[src/hw/rtl/pidq31_pkg.sv]
`timescale 1ns / 1ps
// ----------------------------------------------------------------------------
// pidq31_pkg
// Types and constants shared by the Q31 PID controller modules.
// ----------------------------------------------------------------------------
package pidq31_pkg;

  localparam int unsigned QW = 32;

  localparam logic signed [31:0] Q31_MAX = 32'sh7fffffff;
  localparam logic signed [31:0] Q31_MIN = 32'sh80000000;

  typedef enum logic [2:0] {
    REG_KP      = 3'd0,
    REG_KI      = 3'd1,
    REG_KD      = 3'd2,
    REG_INT_LO  = 3'd3,
    REG_INT_HI  = 3'd4,
    REG_OUT_LO  = 3'd5,
    REG_OUT_HI  = 3'd6,
    REG_ALPHA   = 3'd7
  } reg_idx_e;

  typedef enum logic {
    OP_STEP  = 1'b0,
    OP_RESET = 1'b1
  } op_e;

  // multiplier operand selection
  typedef enum logic [2:0] {
    MS_KP_E,
    MS_E_DT,
    MS_ALPHA_DIFF,
    MS_KD_FD,
    MS_KI_I
  } mul_sel_e;

  // datapath micro-ops issued by the controller
  typedef enum logic [3:0] {
    DO_NONE,
    DO_LOAD,
    DO_RESET,
    DO_MUL,
    DO_INT_UPD,
    DO_DIV1_START,
    DO_DIV_STEP,
    DO_FILT,
    DO_SUM,
    DO_DIV2_START,
    DO_INT_BACK,
    DO_COMMIT
  } dp_op_e;

  typedef enum logic [3:0] {
    ST_IDLE,
    ST_LOAD,
    ST_P,
    ST_EDT,
    ST_IUPD,
    ST_DIV1,
    ST_DIV1_RUN,
    ST_ALPHA,
    ST_FILT,
    ST_KD,
    ST_KI,
    ST_SUM,
    ST_DIV2_RUN,
    ST_COMMIT,
    ST_OUT
  } state_e;

  typedef struct packed {
    dp_op_e   op;
    mul_sel_e msel;
  } dp_cmd_t;

  typedef struct packed {
    logic is_reset;
    logic reject;
    logic div_done;
    logic need_back;
  } dp_stat_t;

  function automatic logic signed [31:0] sat32(input logic signed [34:0] v);
    if (v > 35'sd2147483647) return Q31_MAX;
    if (v < -35'sd2147483648) return Q31_MIN;
    return v[31:0];
  endfunction

  function automatic logic signed [31:0] clamp32(input logic signed [31:0] v,
                                                 input logic signed [31:0] lo,
                                                 input logic signed [31:0] hi);
    if (v < lo) return lo;
    if (v > hi) return hi;
    return v;
  endfunction

endpackage

[src/hw/rtl/pidq31_ctrl.sv]
`timescale 1ns / 1ps
// ----------------------------------------------------------------------------
// pidq31_ctrl
// Sequencer for one PID item: issues datapath ops, handles the handshake.
// ----------------------------------------------------------------------------
module pidq31_ctrl (
  input  logic                 clk_i,
  input  logic                 rst_ni,
  input  logic                 in_valid_i,
  output logic                 in_ready_o,
  output logic                 out_valid_o,
  input  logic                 out_ready_i,
  input  pidq31_pkg::dp_stat_t stat_i,
  output pidq31_pkg::dp_cmd_t  cmd_o
);

  pidq31_pkg::state_e state_q, state_d;

  always_ff @(posedge clk_i or negedge rst_ni) begin
    if (!rst_ni) begin
      state_q <= pidq31_pkg::ST_IDLE;
    end else begin
      state_q <= state_d;
    end
  end

  always_comb begin
    state_d = state_q;
    unique case (state_q)
      pidq31_pkg::ST_IDLE:  if (in_valid_i) state_d = pidq31_pkg::ST_LOAD;
      pidq31_pkg::ST_LOAD: begin
        if (stat_i.is_reset || stat_i.reject) state_d = pidq31_pkg::ST_OUT;
        else state_d = pidq31_pkg::ST_P;
      end
      pidq31_pkg::ST_P:     state_d = pidq31_pkg::ST_EDT;
      pidq31_pkg::ST_EDT:   state_d = pidq31_pkg::ST_IUPD;
      pidq31_pkg::ST_IUPD:  state_d = pidq31_pkg::ST_DIV1;
      pidq31_pkg::ST_DIV1:  state_d = pidq31_pkg::ST_DIV1_RUN;
      pidq31_pkg::ST_DIV1_RUN: if (stat_i.div_done) state_d = pidq31_pkg::ST_ALPHA;
      pidq31_pkg::ST_ALPHA: state_d = pidq31_pkg::ST_FILT;
      pidq31_pkg::ST_FILT:  state_d = pidq31_pkg::ST_KD;
      pidq31_pkg::ST_KD:    state_d = pidq31_pkg::ST_KI;
      pidq31_pkg::ST_KI:    state_d = pidq31_pkg::ST_SUM;
      pidq31_pkg::ST_SUM:   state_d = pidq31_pkg::ST_COMMIT;
      pidq31_pkg::ST_COMMIT: begin
        if (stat_i.need_back) state_d = pidq31_pkg::ST_DIV2_RUN;
        else state_d = pidq31_pkg::ST_OUT;
      end
      pidq31_pkg::ST_DIV2_RUN: if (stat_i.div_done) state_d = pidq31_pkg::ST_OUT;
      pidq31_pkg::ST_OUT:   if (out_ready_i) state_d = pidq31_pkg::ST_IDLE;
      default:              state_d = pidq31_pkg::ST_IDLE;
    endcase
  end

  always_comb begin
    cmd_o.op    = pidq31_pkg::DO_NONE;
    cmd_o.msel  = pidq31_pkg::MS_KP_E;
    in_ready_o  = 1'b0;
    out_valid_o = 1'b0;
    unique case (state_q)
      pidq31_pkg::ST_IDLE: begin
        in_ready_o = 1'b1;
        if (in_valid_i) cmd_o.op = pidq31_pkg::DO_LOAD;
      end
      pidq31_pkg::ST_LOAD: begin
        if (stat_i.is_reset) cmd_o.op = pidq31_pkg::DO_RESET;
        else if (!stat_i.reject) begin
          cmd_o.op = pidq31_pkg::DO_MUL;
          cmd_o.msel = pidq31_pkg::MS_KP_E;
        end
      end
      pidq31_pkg::ST_P: begin
        cmd_o.op = pidq31_pkg::DO_MUL;
        cmd_o.msel = pidq31_pkg::MS_E_DT;
      end
      pidq31_pkg::ST_EDT:  cmd_o.op = pidq31_pkg::DO_INT_UPD;
      pidq31_pkg::ST_IUPD: cmd_o.op = pidq31_pkg::DO_DIV1_START;
      pidq31_pkg::ST_DIV1, pidq31_pkg::ST_DIV1_RUN, pidq31_pkg::ST_DIV2_RUN:
        cmd_o.op = pidq31_pkg::DO_DIV_STEP;
      pidq31_pkg::ST_ALPHA: begin
        cmd_o.op = pidq31_pkg::DO_MUL;
        cmd_o.msel = pidq31_pkg::MS_ALPHA_DIFF;
      end
      pidq31_pkg::ST_FILT: cmd_o.op = pidq31_pkg::DO_FILT;
      pidq31_pkg::ST_KD: begin
        cmd_o.op = pidq31_pkg::DO_MUL;
        cmd_o.msel = pidq31_pkg::MS_KD_FD;
      end
      pidq31_pkg::ST_KI: begin
        cmd_o.op = pidq31_pkg::DO_MUL;
        cmd_o.msel = pidq31_pkg::MS_KI_I;
      end
      pidq31_pkg::ST_SUM:    cmd_o.op = pidq31_pkg::DO_SUM;
      pidq31_pkg::ST_COMMIT: begin
        if (stat_i.need_back) cmd_o.op = pidq31_pkg::DO_DIV2_START;
        else cmd_o.op = pidq31_pkg::DO_COMMIT;
      end
      pidq31_pkg::ST_OUT: out_valid_o = 1'b1;
      default: ;
    endcase
    // back-calc finishes into the integrator when the second divide completes
    if (state_q == pidq31_pkg::ST_DIV2_RUN && stat_i.div_done)
      cmd_o.op = pidq31_pkg::DO_INT_BACK;
  end

`ifndef ASSERT_OFF
  a_no_accept_busy: assert property (@(posedge clk_i) disable iff (!rst_ni)
    (state_q != pidq31_pkg::ST_IDLE) |-> !in_ready_o)
    else $error("input accepted while busy");
  a_out_holds: assert property (@(posedge clk_i) disable iff (!rst_ni)
    (out_valid_o && !out_ready_i) |=> out_valid_o)
    else $error("result dropped before taken");
  a_accept_next: assert property (@(posedge clk_i) disable iff (!rst_ni)
    (in_valid_i && in_ready_o) |=> (state_q == pidq31_pkg::ST_LOAD))
    else $error("accepted item not loaded");
`endif

endmodule

[src/hw/rtl/pidq31_dp.sv]
`timescale 1ns / 1ps
// ----------------------------------------------------------------------------
// pidq31_dp
// PID datapath: shared Q31 multiplier, radix-2 divider, state and registers.
// ----------------------------------------------------------------------------
module pidq31_dp (
  input  logic                 clk_i,
  input  logic                 rst_ni,
  input  logic                 cfg_we_i,
  input  logic [2:0]           cfg_idx_i,
  input  logic [31:0]          cfg_data_i,
  input  logic                 in_op_i,
  input  logic signed [31:0]   in_err_i,
  input  logic signed [31:0]   in_dt_i,
  input  logic signed [31:0]   in_preset_i,
  input  pidq31_pkg::dp_cmd_t  cmd_i,
  output pidq31_pkg::dp_stat_t stat_o,
  output logic signed [31:0]   ctl_out_o,
  output logic                 rejected_o,
  output logic                 limited_o
);

  logic signed [31:0] kp_q, ki_q, kd_q, ilo_q, ihi_q, olo_q, ohi_q, alpha_q;
  logic signed [31:0] integ_q, integ_d, perr_q, fd_q, lastout_q;
  logic signed [31:0] err_q, dt_q, p_q, dterm_q, mres_q;
  logic signed [31:0] draw_q, out_q;
  logic               op_q, rej_q, lim_q;
  logic               back_q;

  // divider
  logic [30:0]        dq_q;
  logic [32:0]        drem_q;
  logic [31:0]        dden_q;
  logic [5:0]         dcnt_q;
  logic               dbusy_q, dneg_q;
  logic signed [31:0] dres_q;

  // config
  always_ff @(posedge clk_i or negedge rst_ni) begin
    if (!rst_ni) begin
      kp_q    <= '0;
      ki_q    <= '0;
      kd_q    <= '0;
      ilo_q   <= pidq31_pkg::Q31_MIN;
      ihi_q   <= pidq31_pkg::Q31_MAX;
      olo_q   <= pidq31_pkg::Q31_MIN;
      ohi_q   <= pidq31_pkg::Q31_MAX;
      alpha_q <= pidq31_pkg::Q31_MAX;
    end else if (cfg_we_i) begin
      unique case (pidq31_pkg::reg_idx_e'(cfg_idx_i))
        pidq31_pkg::REG_KP:     kp_q    <= cfg_data_i;
        pidq31_pkg::REG_KI:     ki_q    <= cfg_data_i;
        pidq31_pkg::REG_KD:     kd_q    <= cfg_data_i;
        pidq31_pkg::REG_INT_LO: ilo_q   <= cfg_data_i;
        pidq31_pkg::REG_INT_HI: ihi_q   <= cfg_data_i;
        pidq31_pkg::REG_OUT_LO: olo_q   <= cfg_data_i;
        pidq31_pkg::REG_OUT_HI: ohi_q   <= cfg_data_i;
        pidq31_pkg::REG_ALPHA:  alpha_q <= cfg_data_i;
        default: ;
      endcase
    end
  end

  // multiplier: floor((a*b)>>31), saturated
  logic signed [31:0] ma, mb, alpha_c;
  logic signed [63:0] mprod;
  logic signed [32:0] mshift;
  logic signed [31:0] mres;
  always_comb begin
    alpha_c = alpha_q[31] ? 32'sd0 : alpha_q;
    ma = kp_q;
    mb = err_q;
    case (cmd_i.msel)
      pidq31_pkg::MS_KP_E:       begin ma = kp_q;    mb = err_q;  end
      pidq31_pkg::MS_E_DT:       begin ma = err_q;   mb = dt_q;   end
      pidq31_pkg::MS_ALPHA_DIFF: begin ma = alpha_c; mb = pidq31_pkg::sat32(
                                   {{3{draw_q[31]}}, draw_q} - {{3{fd_q[31]}}, fd_q}); end
      pidq31_pkg::MS_KD_FD:      begin ma = kd_q;    mb = fd_q;   end
      pidq31_pkg::MS_KI_I:       begin ma = ki_q;    mb = integ_q; end
      default: ;
    endcase
    mprod  = ma * mb;
    mshift = mprod[63:31];
    mres   = pidq31_pkg::sat32({{2{mshift[32]}}, mshift});
  end

  // sum and clamp
  logic signed [34:0] sum_w;
  logic signed [31:0] unsat_w, clamped_w;
  always_comb begin
    sum_w = {{3{p_q[31]}}, p_q} + {{3{mres_q[31]}}, mres_q}
          + {{3{dterm_q[31]}}, dterm_q};
    unsat_w = pidq31_pkg::sat32(sum_w);
    clamped_w = pidq31_pkg::clamp32(unsat_w, olo_q, ohi_q);
  end

  // divider start operands
  logic signed [34:0] dnum_w;
  logic signed [31:0] dden_w;
  logic [33:0]        nmag_w;
  logic [31:0]        dmag_w;
  always_comb begin
    if (cmd_i.op == pidq31_pkg::DO_DIV2_START) begin
      dnum_w = {{3{out_q[31]}}, out_q} - {{3{p_q[31]}}, p_q}
             - {{3{dterm_q[31]}}, dterm_q};
      dden_w = ki_q;
    end else begin
      dnum_w = {{3{err_q[31]}}, err_q} - {{3{perr_q[31]}}, perr_q};
      dden_w = dt_q;
    end
    nmag_w = dnum_w[34] ? 34'(-dnum_w) : dnum_w[33:0];
    dmag_w = dden_w[31] ? 32'(-dden_w) : dden_w;
  end

  logic [32:0] dtrial;
  assign dtrial = {drem_q[31:0], 1'b0} - {1'b0, dden_q};

  logic signed [31:0] dsigned;
  assign dsigned = dneg_q ? -$signed({1'b0, dq_q}) : $signed({1'b0, dq_q});

  always_ff @(posedge clk_i or negedge rst_ni) begin
    if (!rst_ni) begin
      dbusy_q <= 1'b0;
      dcnt_q  <= '0;
    end else if (cmd_i.op == pidq31_pkg::DO_DIV1_START ||
                 cmd_i.op == pidq31_pkg::DO_DIV2_START) begin
      dneg_q <= dnum_w[34] != dden_w[31];
      dden_q <= dmag_w;
      drem_q <= {1'b0, nmag_w[31:0]};
      dq_q   <= '0;
      dcnt_q <= 6'd31;
      if (dden_w == '0) begin
        dres_q  <= '0;
        dbusy_q <= 1'b0;
      end else if (nmag_w >= {2'b00, dmag_w}) begin
        dres_q  <= (dnum_w[34] != dden_w[31]) ? pidq31_pkg::Q31_MIN : pidq31_pkg::Q31_MAX;
        dbusy_q <= 1'b0;
      end else begin
        dbusy_q <= 1'b1;
      end
    end else if (dbusy_q) begin
      if (!dtrial[32]) begin
        drem_q <= dtrial;
        dq_q   <= {dq_q[29:0], 1'b1};
      end else begin
        drem_q <= {drem_q[31:0], 1'b0};
        dq_q   <= {dq_q[29:0], 1'b0};
      end
      dcnt_q <= dcnt_q - 6'd1;
      if (dcnt_q == 6'd1) dbusy_q <= 1'b0;
    end
  end

  logic div_done_w;
  assign div_done_w = !dbusy_q;
  logic signed [31:0] div_res_w;
  assign div_res_w = (dcnt_q == 6'd0) ? dsigned : dres_q;

  // integrator update after e*dt product
  always_comb begin
    integ_d = pidq31_pkg::clamp32(pidq31_pkg::sat32(
      {{3{integ_q[31]}}, integ_q} + {{3{mres_q[31]}}, mres_q}), ilo_q, ihi_q);
  end

  always_ff @(posedge clk_i or negedge rst_ni) begin
    if (!rst_ni) begin
      integ_q   <= '0;
      perr_q    <= '0;
      fd_q      <= '0;
      lastout_q <= '0;
      op_q      <= 1'b0;
      rej_q     <= 1'b0;
      lim_q     <= 1'b0;
      back_q    <= 1'b0;
      out_q     <= '0;
    end else begin
      case (cmd_i.op)
        pidq31_pkg::DO_LOAD: begin
          op_q  <= in_op_i;
          err_q <= in_err_i;
          dt_q  <= in_dt_i;
          rej_q <= !in_op_i && (in_dt_i <= 32'sd0);
          lim_q <= 1'b0;
          out_q <= in_op_i ? in_preset_i : 32'sd0;
        end
        pidq31_pkg::DO_RESET: begin
          integ_q   <= '0;
          perr_q    <= '0;
          fd_q      <= '0;
          lastout_q <= out_q;
        end
        pidq31_pkg::DO_MUL: begin
          mres_q <= mres;
          if (cmd_i.msel == pidq31_pkg::MS_KP_E) p_q <= mres;
          if (cmd_i.msel == pidq31_pkg::MS_KD_FD) dterm_q <= mres;
        end
        pidq31_pkg::DO_INT_UPD: integ_q <= integ_d;
        pidq31_pkg::DO_DIV_STEP: if (div_done_w) draw_q <= div_res_w;
        pidq31_pkg::DO_FILT: begin
          fd_q   <= pidq31_pkg::sat32({{3{fd_q[31]}}, fd_q} + {{3{mres_q[31]}}, mres_q});
          perr_q <= err_q;
        end
        pidq31_pkg::DO_SUM: begin
          out_q  <= clamped_w;
          lim_q  <= clamped_w != unsat_w;
          back_q <= (clamped_w != unsat_w) && (ki_q != '0);
        end
        pidq31_pkg::DO_COMMIT: lastout_q <= out_q;
        pidq31_pkg::DO_INT_BACK: begin
          integ_q   <= pidq31_pkg::clamp32(div_res_w, ilo_q, ihi_q);
          lastout_q <= out_q;
        end
        default: ;
      endcase
    end
  end

  assign stat_o.is_reset  = op_q;
  assign stat_o.reject    = rej_q;
  assign stat_o.div_done  = div_done_w;
  assign stat_o.need_back = back_q;
  assign ctl_out_o  = out_q;
  assign rejected_o = rej_q;
  assign limited_o  = lim_q;

`ifndef ASSERT_OFF
  a_div_cnt: assert property (@(posedge clk_i) disable iff (!rst_ni)
    dbusy_q |-> (dcnt_q != 6'd0))
    else $error("divider busy with zero count");
  a_rej_nolim: assert property (@(posedge clk_i) disable iff (!rst_ni)
    rej_q |-> !lim_q)
    else $error("rejected step flagged as limited");
  a_back_lim: assert property (@(posedge clk_i) disable iff (!rst_ni)
    (cmd_i.op == pidq31_pkg::DO_DIV2_START) |-> (lim_q && ki_q != '0))
    else $error("back-calculation without limit");
`endif

endmodule

[src/hw/rtl/pid_controller_q31_filtered_derivative.sv]
`timescale 1ns / 1ps
// ----------------------------------------------------------------------------
// pid_controller_q31_filtered_derivative
// Q31 PID controller with filtered derivative and back-calculation anti-windup.
// ----------------------------------------------------------------------------
// Sequence: a reset op or a rejected step goes from accept straight to the result;
//   a control step runs one divide, and a second when back-calculation runs; a
//   divide by zero or with a saturated quotient skips its quotient-bit steps.
// Flow: one item at a time; the next is taken in the cycle after the result is taken.
// The radix-2 divider yields one quotient bit per cycle.
// Reset (rst_ni low, async): gains cleared, limits and alpha to full range,
//   controller state to zero.
module pid_controller_q31_filtered_derivative (
  input  logic        clk_i,
  input  logic        rst_ni,
  input  logic        cfg_valid_i,
  output logic        cfg_ready_o,
  input  logic [2:0]  cfg_index_i,
  input  logic [31:0] cfg_data_i,
  input  logic        s_axis_tvalid,
  output logic        s_axis_tready,
  input  logic [95:0] s_axis_tdata,  // error[31:0], time_step[63:32], preset_output[95:64]
  input  logic        s_axis_tuser,  // operation
  output logic        m_axis_tvalid,
  input  logic        m_axis_tready,
  output logic [31:0] m_axis_tdata,  // control_out
  output logic [1:0]  m_axis_tuser   // step_rejected[0], output_limited[1]
);

  pidq31_pkg::dp_cmd_t  cmd;
  pidq31_pkg::dp_stat_t stat;
  logic signed [31:0]   ctl_out;
  logic                 rejected, limited;

  assign cfg_ready_o = 1'b1;

  pidq31_ctrl u_ctrl (
    .clk_i       (clk_i),
    .rst_ni      (rst_ni),
    .in_valid_i  (s_axis_tvalid),
    .in_ready_o  (s_axis_tready),
    .out_valid_o (m_axis_tvalid),
    .out_ready_i (m_axis_tready),
    .stat_i      (stat),
    .cmd_o       (cmd)
  );

  pidq31_dp u_dp (
    .clk_i       (clk_i),
    .rst_ni      (rst_ni),
    .cfg_we_i    (cfg_valid_i),
    .cfg_idx_i   (cfg_index_i),
    .cfg_data_i  (cfg_data_i),
    .in_op_i     (s_axis_tuser),
    .in_err_i    (s_axis_tdata[31:0]),
    .in_dt_i     (s_axis_tdata[63:32]),
    .in_preset_i (s_axis_tdata[95:64]),
    .cmd_i       (cmd),
    .stat_o      (stat),
    .ctl_out_o   (ctl_out),
    .rejected_o  (rejected),
    .limited_o   (limited)
  );

  assign m_axis_tdata = ctl_out;
  assign m_axis_tuser = {limited, rejected};

endmodule
[config.mk]
export PLATFORM = sky130hd
export DESIGN_NAME = pid_controller_q31_filtered_derivative
export DESIGN_NICKNAME = d
export VERILOG_FILES = /design/src/hw/rtl/pidq31_pkg.sv /design/src/hw/rtl/pidq31_ctrl.sv /design/src/hw/rtl/pidq31_dp.sv /design/src/hw/rtl/pid_controller_q31_filtered_derivative.sv
export SDC_FILE = /design/constraint.sdc
export NUM_CORES = 2
export LEC_CHECK = 0
export ABC_AREA = 1
export BUFFER_PORTS_ARGS = -buffer_cell sky130_fd_sc_hd__buf_2
export CAP_MARGIN = 20
export CORE_UTILIZATION = 30
export DETAILED_ROUTE_END_ITERATION = 8
export GPL_TIMING_DRIVEN = 0
export PLACE_DENSITY = 0.5
export SYNTH_ARGS = -nofsm -noshare
export SYNTH_HDL_FRONTEND = slang
export SYNTH_SLANG_ARGS = --single-unit
[constraint.sdc]
create_clock -name clk_i -period 10.59 [get_ports clk_i]
set_input_delay 0 -clock clk_i [delete_from_list [all_inputs] [get_ports clk_i]]
set_output_delay 0 -clock clk_i [all_outputs]
set_load 0.02 [all_outputs]
# After elaboration in Yosys (flattened, before gate mapping)
# Index checks and enable logic that the tools add are counted.
dict set report op_classes {
  add_sub_neg 13
  n_mul 1
  div 0
  magnitude_cmp 18
  eq_ne 42
  shifts 0
  n_mux 108
  n_bitwise 1
  reduce_logical 37
}
# cell count
set op_table {}
lappend op_table {{32-bit two-way mux} 40}
lappend op_table {{32-bit case mux with 4 select lines} 2}
lappend op_table {{32-bit case mux with 2 select lines} 3}
lappend op_table {{35-bit by 32-bit > comparator with 1-bit output, second input constant} 4}
lappend op_table {{35-bit by 32-bit less-than comparator with 1-bit output, second input constant} 4}
lappend op_table {{32-bit by 32-bit adder with 33-bit output} 3}
lappend op_table {{32-bit by 32-bit subtractor with 33-bit output} 3}
lappend op_table {{32-bit > comparator} 3}
lappend op_table {{32-bit less-than comparator} 3}
lappend op_table {{32-bit case mux with 3 select lines} 1}
lappend op_table {{33-bit two-way mux} 2}
lappend op_table {{32-bit by 32-bit multiplier with 64-bit output} 1}
lappend op_table {{31-bit two-way mux} 2}
lappend op_table {{4-bit case mux with 15 select lines} 1}
lappend op_table {{4-bit == test, second input constant} 10}
lappend op_table {{1-bit two-way mux} 39}
lappend op_table {{4-bit case mux with 9 select lines} 1}
lappend op_table {{35-bit adder} 1}
lappend op_table {{35-bit two-way mux} 1}
lappend op_table {{35-bit subtractor} 1}
lappend op_table {{34-bit by 32-bit greater-or-equal comparator with 1-bit output} 1}
lappend op_table {{34-bit two-way mux} 1}
lappend op_table {{34-bit negation} 1}
lappend op_table {{33-bit by 32-bit > comparator with 1-bit output, second input constant} 1}
lappend op_table {{39 further kinds} 91}
dict set report word_totals {
  regBits 720
  latch_bits 0
  ramBits 0
  rom_bits 0
  inputBits 137
  output_inout_bits 37
  elab_cells 251
  n_memories 0
}

# Depth between registers and ports, before layout
dict set report logic_depth {
  ltp_word 16
  ltp_mapped 74
}

# Cells and area by module
# From an unflattened synthesis, not the netlist that was laid out.
dict set report unflattened {
  cells_unflattened 11140
  area_unflattened_um2 88521.1
}
# module n_inst cells_per_inst area_per_inst_um2
set modules_own_cells {}
lappend modules_own_cells {pidq31_dp 1 11026 87885.5}
lappend modules_own_cells {pidq31_ctrl 1 110 609.3}
lappend modules_own_cells {pid_controller_q31_filtered_derivative 1 4 26.3}

# Least setup slack after synthesis
# No wires, ideal clock.
dict set report synth_path {
  path_type {reg-to-reg}
  from {register u_dp.fd_q[0]}
  to {register u_dp.dterm_q[5], data pin}
  setup_time_ns 0.261
  t_arrival_ns 10.192
  required_time_ns 10.329
  setup_slack_ns 0.137
  stages_incl_launch_ff 44
  n_path_buf 3
  synth_period_minus_slack_ns 10.453
  path_cell_list {dfrtp_1 -> ha_1 -> fa_1 -> o21ai_2 -> a21oi_1 -> o21ai_2 -> a21boi_1 -> o21ai_1 -> nand2_1 -> nand2_1 -> nand2_2 -> nand3_1 -> nand2_2 -> nor2_1 -> nor2_2 -> clkinv_1 -> clkbuf_1 -> o2111ai_1 -> (+8 left out) -> fa_1 -> inv_1 -> fa_1 -> inv_1 -> fa_1 -> inv_1 -> fa_1 -> inv_1 -> fa_1 -> ha_1 -> nand2_1 -> nor2_1 -> nand2_1 -> o311ai_0 -> nand3_1 -> nand4_1 -> clkbuf_8 -> nand2_1}
}
dict set report synth_between {
  elab_chain_len 14
}
# item line_no
set synth_rtl {}
lappend synth_rtl {{from (decl)} pidq31_dp.sv:24} ;# logic signed [31:0] integ_q, integ_d, perr_q, fd_q, lastout_q;
lappend synth_rtl {{from (signal assigned)} pidq31_dp.sv:200} ;# fd_q <= pidq31_pkg::sat32({{3{fd_q[31]}}, fd_q} + {{3{mres_q[31]}}, mres_q});
lappend synth_rtl {{32-bit by 32-bit subtractor with 33-bit output} pidq31_dp.sv:77} ;# {{3{draw_q[31]}}, draw_q} - {{3{fd_q[31]}}, fd_q}); end
lappend synth_rtl {{35-bit by 32-bit less-than comparator with 1-bit output} pidq31_pkg.sv:86} ;# if (v < -35'sd2147483648) return Q31_MIN;
lappend synth_rtl {{1-bit two-way mux (2 in a row)} pidq31_pkg.sv:86}
lappend synth_rtl {{1-bit two-way mux} pidq31_dp.sv:73} ;# case (cmd_i.msel)
lappend synth_rtl {{32-bit two-way mux} pidq31_pkg.sv:87} ;# return v[31:0];
lappend synth_rtl {{32-bit two-way mux} pidq31_pkg.sv:86}
lappend synth_rtl {{32-bit case mux with 4 select lines (*)} pidq31_dp.sv:73}
lappend synth_rtl {{32-bit by 32-bit multiplier with 64-bit output (*)} pidq31_dp.sv:82} ;# mprod = ma * mb;
lappend synth_rtl {{33-bit by 32-bit less-than comparator with 1-bit output} pidq31_pkg.sv:86}
lappend synth_rtl {{1-bit two-way mux (2 in a row)} pidq31_pkg.sv:86}
lappend synth_rtl {{32-bit two-way mux} pidq31_pkg.sv:87}
lappend synth_rtl {{32-bit two-way mux (*)} pidq31_pkg.sv:86}
lappend synth_rtl {{net u_dp.mres[5]} pidq31_dp.sv:68} ;# logic signed [31:0] mres;
lappend synth_rtl {{to (signal assigned)} pidq31_dp.sv:195} ;# if (cmd_i.msel == pidq31_pkg::MS_KD_FD) dterm_q <= mres;
lappend synth_rtl {{to (decl)} pidq31_dp.sv:25} ;# logic signed [31:0] err_q, dt_q, p_q, dterm_q, mres_q;
# Mark *: on every way through the listed nets, which the timed path passes. The rest lies on a longest branch. The select of a mux whose other input is x is not followed.
# A chain may end at the register's enable or synchronous reset.

# Worst setup path after layout
dict set report layout_path {
  from {register u_dp.fd_q[17]}
  to {register u_dp.mres_q[5], data pin}
}
dict set report layout_between {
  elab_chain_len 14
}
# item line_no
set layout_rtl {}
lappend layout_rtl {{32-bit by 32-bit subtractor with 33-bit output} pidq31_dp.sv:77}
lappend layout_rtl {{35-bit by 32-bit less-than comparator with 1-bit output} pidq31_pkg.sv:86}
lappend layout_rtl {{1-bit two-way mux (2 in a row)} pidq31_pkg.sv:86}
lappend layout_rtl {{1-bit two-way mux} pidq31_dp.sv:73}
lappend layout_rtl {{32-bit two-way mux} pidq31_pkg.sv:87}
lappend layout_rtl {{32-bit two-way mux} pidq31_pkg.sv:86}
lappend layout_rtl {{32-bit case mux with 4 select lines (*)} pidq31_dp.sv:73}
lappend layout_rtl {{32-bit by 32-bit multiplier with 64-bit output (*)} pidq31_dp.sv:82}
lappend layout_rtl {{33-bit by 32-bit less-than comparator with 1-bit output} pidq31_pkg.sv:86}
lappend layout_rtl {{1-bit two-way mux (2 in a row)} pidq31_pkg.sv:86}
lappend layout_rtl {{32-bit two-way mux} pidq31_pkg.sv:87}
lappend layout_rtl {{32-bit two-way mux (*)} pidq31_pkg.sv:86}
lappend layout_rtl {{net u_dp.mres[5]} pidq31_dp.sv:68}
lappend layout_rtl {{to (signal assigned)} pidq31_dp.sv:193} ;# mres_q <= mres;
lappend layout_rtl {{to (decl)} pidq31_dp.sv:25}
# Marked as above.

==> run summary <==
Global-route wire length before repair = 575,000 um
Setup crit start kind = flop
Most frequent cells in the layout = 2,231 x nand2_1, 2,069 x inv_1, 1,038 x fa_1
Vias in the first global route = 79,999
Status = finished, violations left
Die footprint = 298,000 um2
Die span in x = 546 um
Critical Path RT = 11.03 ns
Initial Utilization = 0.302
Root buffer cell = clkbuf_16
DRT iter0 DRCs = 7,311
ANT nets after route = 0
Top_reg_cell synth = dfrtp_1
PortBufs = 171
Clock transition at path regs = 0.08 ns
Hold Slack = 0.0275 ns
Fmax = 0.0932 GHz
Via density = 5.11
Worst-case clock buffer depth = 3
Post-synth EDFFs = 290
Seq/Total Area, Yosys = 0.212
Share of layout cells above drive strength 1 = 0.117
Num CTS Buffers = 80
CTS tree = built
Non-filler instance count after layout = 15,810
First-pass DRT Iterations = 8
Layout Skew = 0.0469 ns
Ports = 174
Std-Cell Rows = 199
Gr ovfl total = 0
Synth Cell Area = 88,700 um2
# DRC = 54
Fin nets = 13,732
# clock sinks = 689
Fin crit period = 10.73 ns
Via count = 80,761
Failing checks = DRC, setup timing
Slew margin rel. = 0.136
Pin count of the biggest net entering global routing = 104
GRT Total Usage = 0.268
Max-cap violations = 0
Synth Net Count = 13,104
Hpwl dp = 340,000 um
Final wirelength = 406,000 um
Core Area = 294,000 um2
Number of cells after detailed placement = 15,348
Flops & latches, synth = 689
Worst-margin pin slew = 1.30 ns
Worst slack, placed = -3.40 ns
Cells after Synth = 11,182
RSZ-0062 raised after global routing = yes
Initial antenna violation count = 17
Post-route setup slack = -0.141 ns
Synth warnings = 0
Slowest-stage cell, CP = fa_1
Die Height = 546 um
Layout Area Growth over Synthesis = 18.5%
Routed len/inst = 25.6 um
Slowest stage delay, CP = 0.60 ns
Max H-tree Level = 3
Netlist cell types = 84
Final hold vios = 0
Async SR Flop Fraction = 0.579
Most common cell after layout, fill and taps aside = nand2_1
GP Congestion = 1.01
Worst hold path type = in2reg
Critical path peak fanout = 7
Critical Path AT = 11.17 ns
Crit. End Element = flop
Most frequent CP cell = fa_1
Fin. max-slew vios = 0
Clock Latency Late Sink = 0.73 ns
Critical path class = reg2reg
Fin crit share = 1.01
Synth Area per Inst = 7.94 um2
Final setup viols = 93
==> final cells by class <==
cell class,count,area (um2)
antenna,13,32.5
clock inverter,50,634
multi-input combinational,7936,62800
timing repair buffer,550,5170
buffer,388,2370
inverter,2165,8270
fill,31125,189000
sequential,689,18800
clock buffer,100,2170
tap,3919,4900
==> layer usage <==
metal  part of all wire  vias to the layer above  wire length (um)  track usage
met5           0.000047                        -                19            0
met4              0.069                        4             28000        0.156
met3              0.083                      701             33500       0.0548
met2               0.44                     3153            178000        0.420
met1               0.41                    40250            166000        0.342
li1                   -                    36653                 -            -
==> cells by family (layout without fill, tap and decap cells) <==
kind of cell / count (synthesis) / count (layout) / share of synthesized area
buffers and inverters: 2557 / 3253 / 0.109
adder cells (fa/ha/maj): 1785 / 1785 / 0.344
AND/OR/NAND/NOR: 3998 / 3998 / 0.184
multiplexers: 3 / 3 / 0.000395
AO/OA/AOI/OAI: 1809 / 1809 / 0.117
flip-flops: 689 / 689 / 0.212
XOR/XNOR: 340 / 340 / 0.0336
other: 1 / 14 / 0.0000423
==> final timing paths <==
kind,startpoint,to,slack [ns],depth (start not counted)
setup / recovery,u_dp.fd_q[17]$_DFFE_PN0P_,u_dp.mres_q[5]$_DFFE_PP_,-0.14,46
hold / removal,s_axis_tdata[29],u_dp.err_q[29]$_DFFE_PP_,0.03,2
setup reg to reg,u_dp.fd_q[17]$_DFFE_PN0P_,u_dp.mres_q[5]$_DFFE_PP_,-0.14,46
hold reg to reg,u_dp.kp_q[31]$_DFFE_PN0P_,u_dp.kp_q[31]$_DFFE_PN0P_,0.49,2
max in group asynchronous,rst_ni,u_dp.fd_q[6]$_DFFE_PN0P_,8.69,5
min in group asynchronous,rst_ni,u_dp.fd_q[31]$_DFFE_PN0P_,0.40,3
==> Yosys cell counts (37+ instances only) <==
cell      count  area (um2)
o211ai_1    140        1050
nand3b_1     37         278
inv_1      2129        7990
ha_1        695        8700
clkbuf_1    343        1290
xnor2_1     120        1050
o22ai_1      62         388
o21ai_1      60         300
xor2_1      219        1920
nor2_1      977        3670
o21ai_0     630        3150
edfxtp_1    290        8710
nand2_1    2319        8700
dfstp_2      95        2500
fa_1       1090       21800
nand4_1      59         369
dfrtp_1     304        7610
a21oi_1     621        3110
nand3_1     416        2080
nor3_1       64         320
==> stage by stage <==
step	area (um2)	utilization	TNS, ns
floorplan	88700	-	0
global placement	94500	0.321	-1449.80
detailed placement	96000	0.326	-307.38
CTS	103000	0.350	0
global route	105000	0.357	-28.03
finish	105000	0.358	-7.53
==> what timing repair did <==
item | 4_1_cts | 5_1_grt
endpoints found under the hold margin | 345 | 0
setup buffers | 78 | 57
gates cloned | 6 | 5
resized for setup | 601 | 426
pin swaps | 98 | 150
setup endpoints to repair | 108 | 106
hold buffers | 154 | 0
==> critical path, delay by kind of cell (launching register included) <==
family	cells	cell delay (ns)
adder cells (fa/ha/maj)	10	4.92
AO/OA/AOI/OAI	10	2.25
buffers and inverters	14	1.74
AND/OR/NAND/NOR	12	1.09
flip-flops	1	0.39
Power is not shown: default switching activity piles up to over one toggle a cycle in this logic, so the estimate is an artifact.
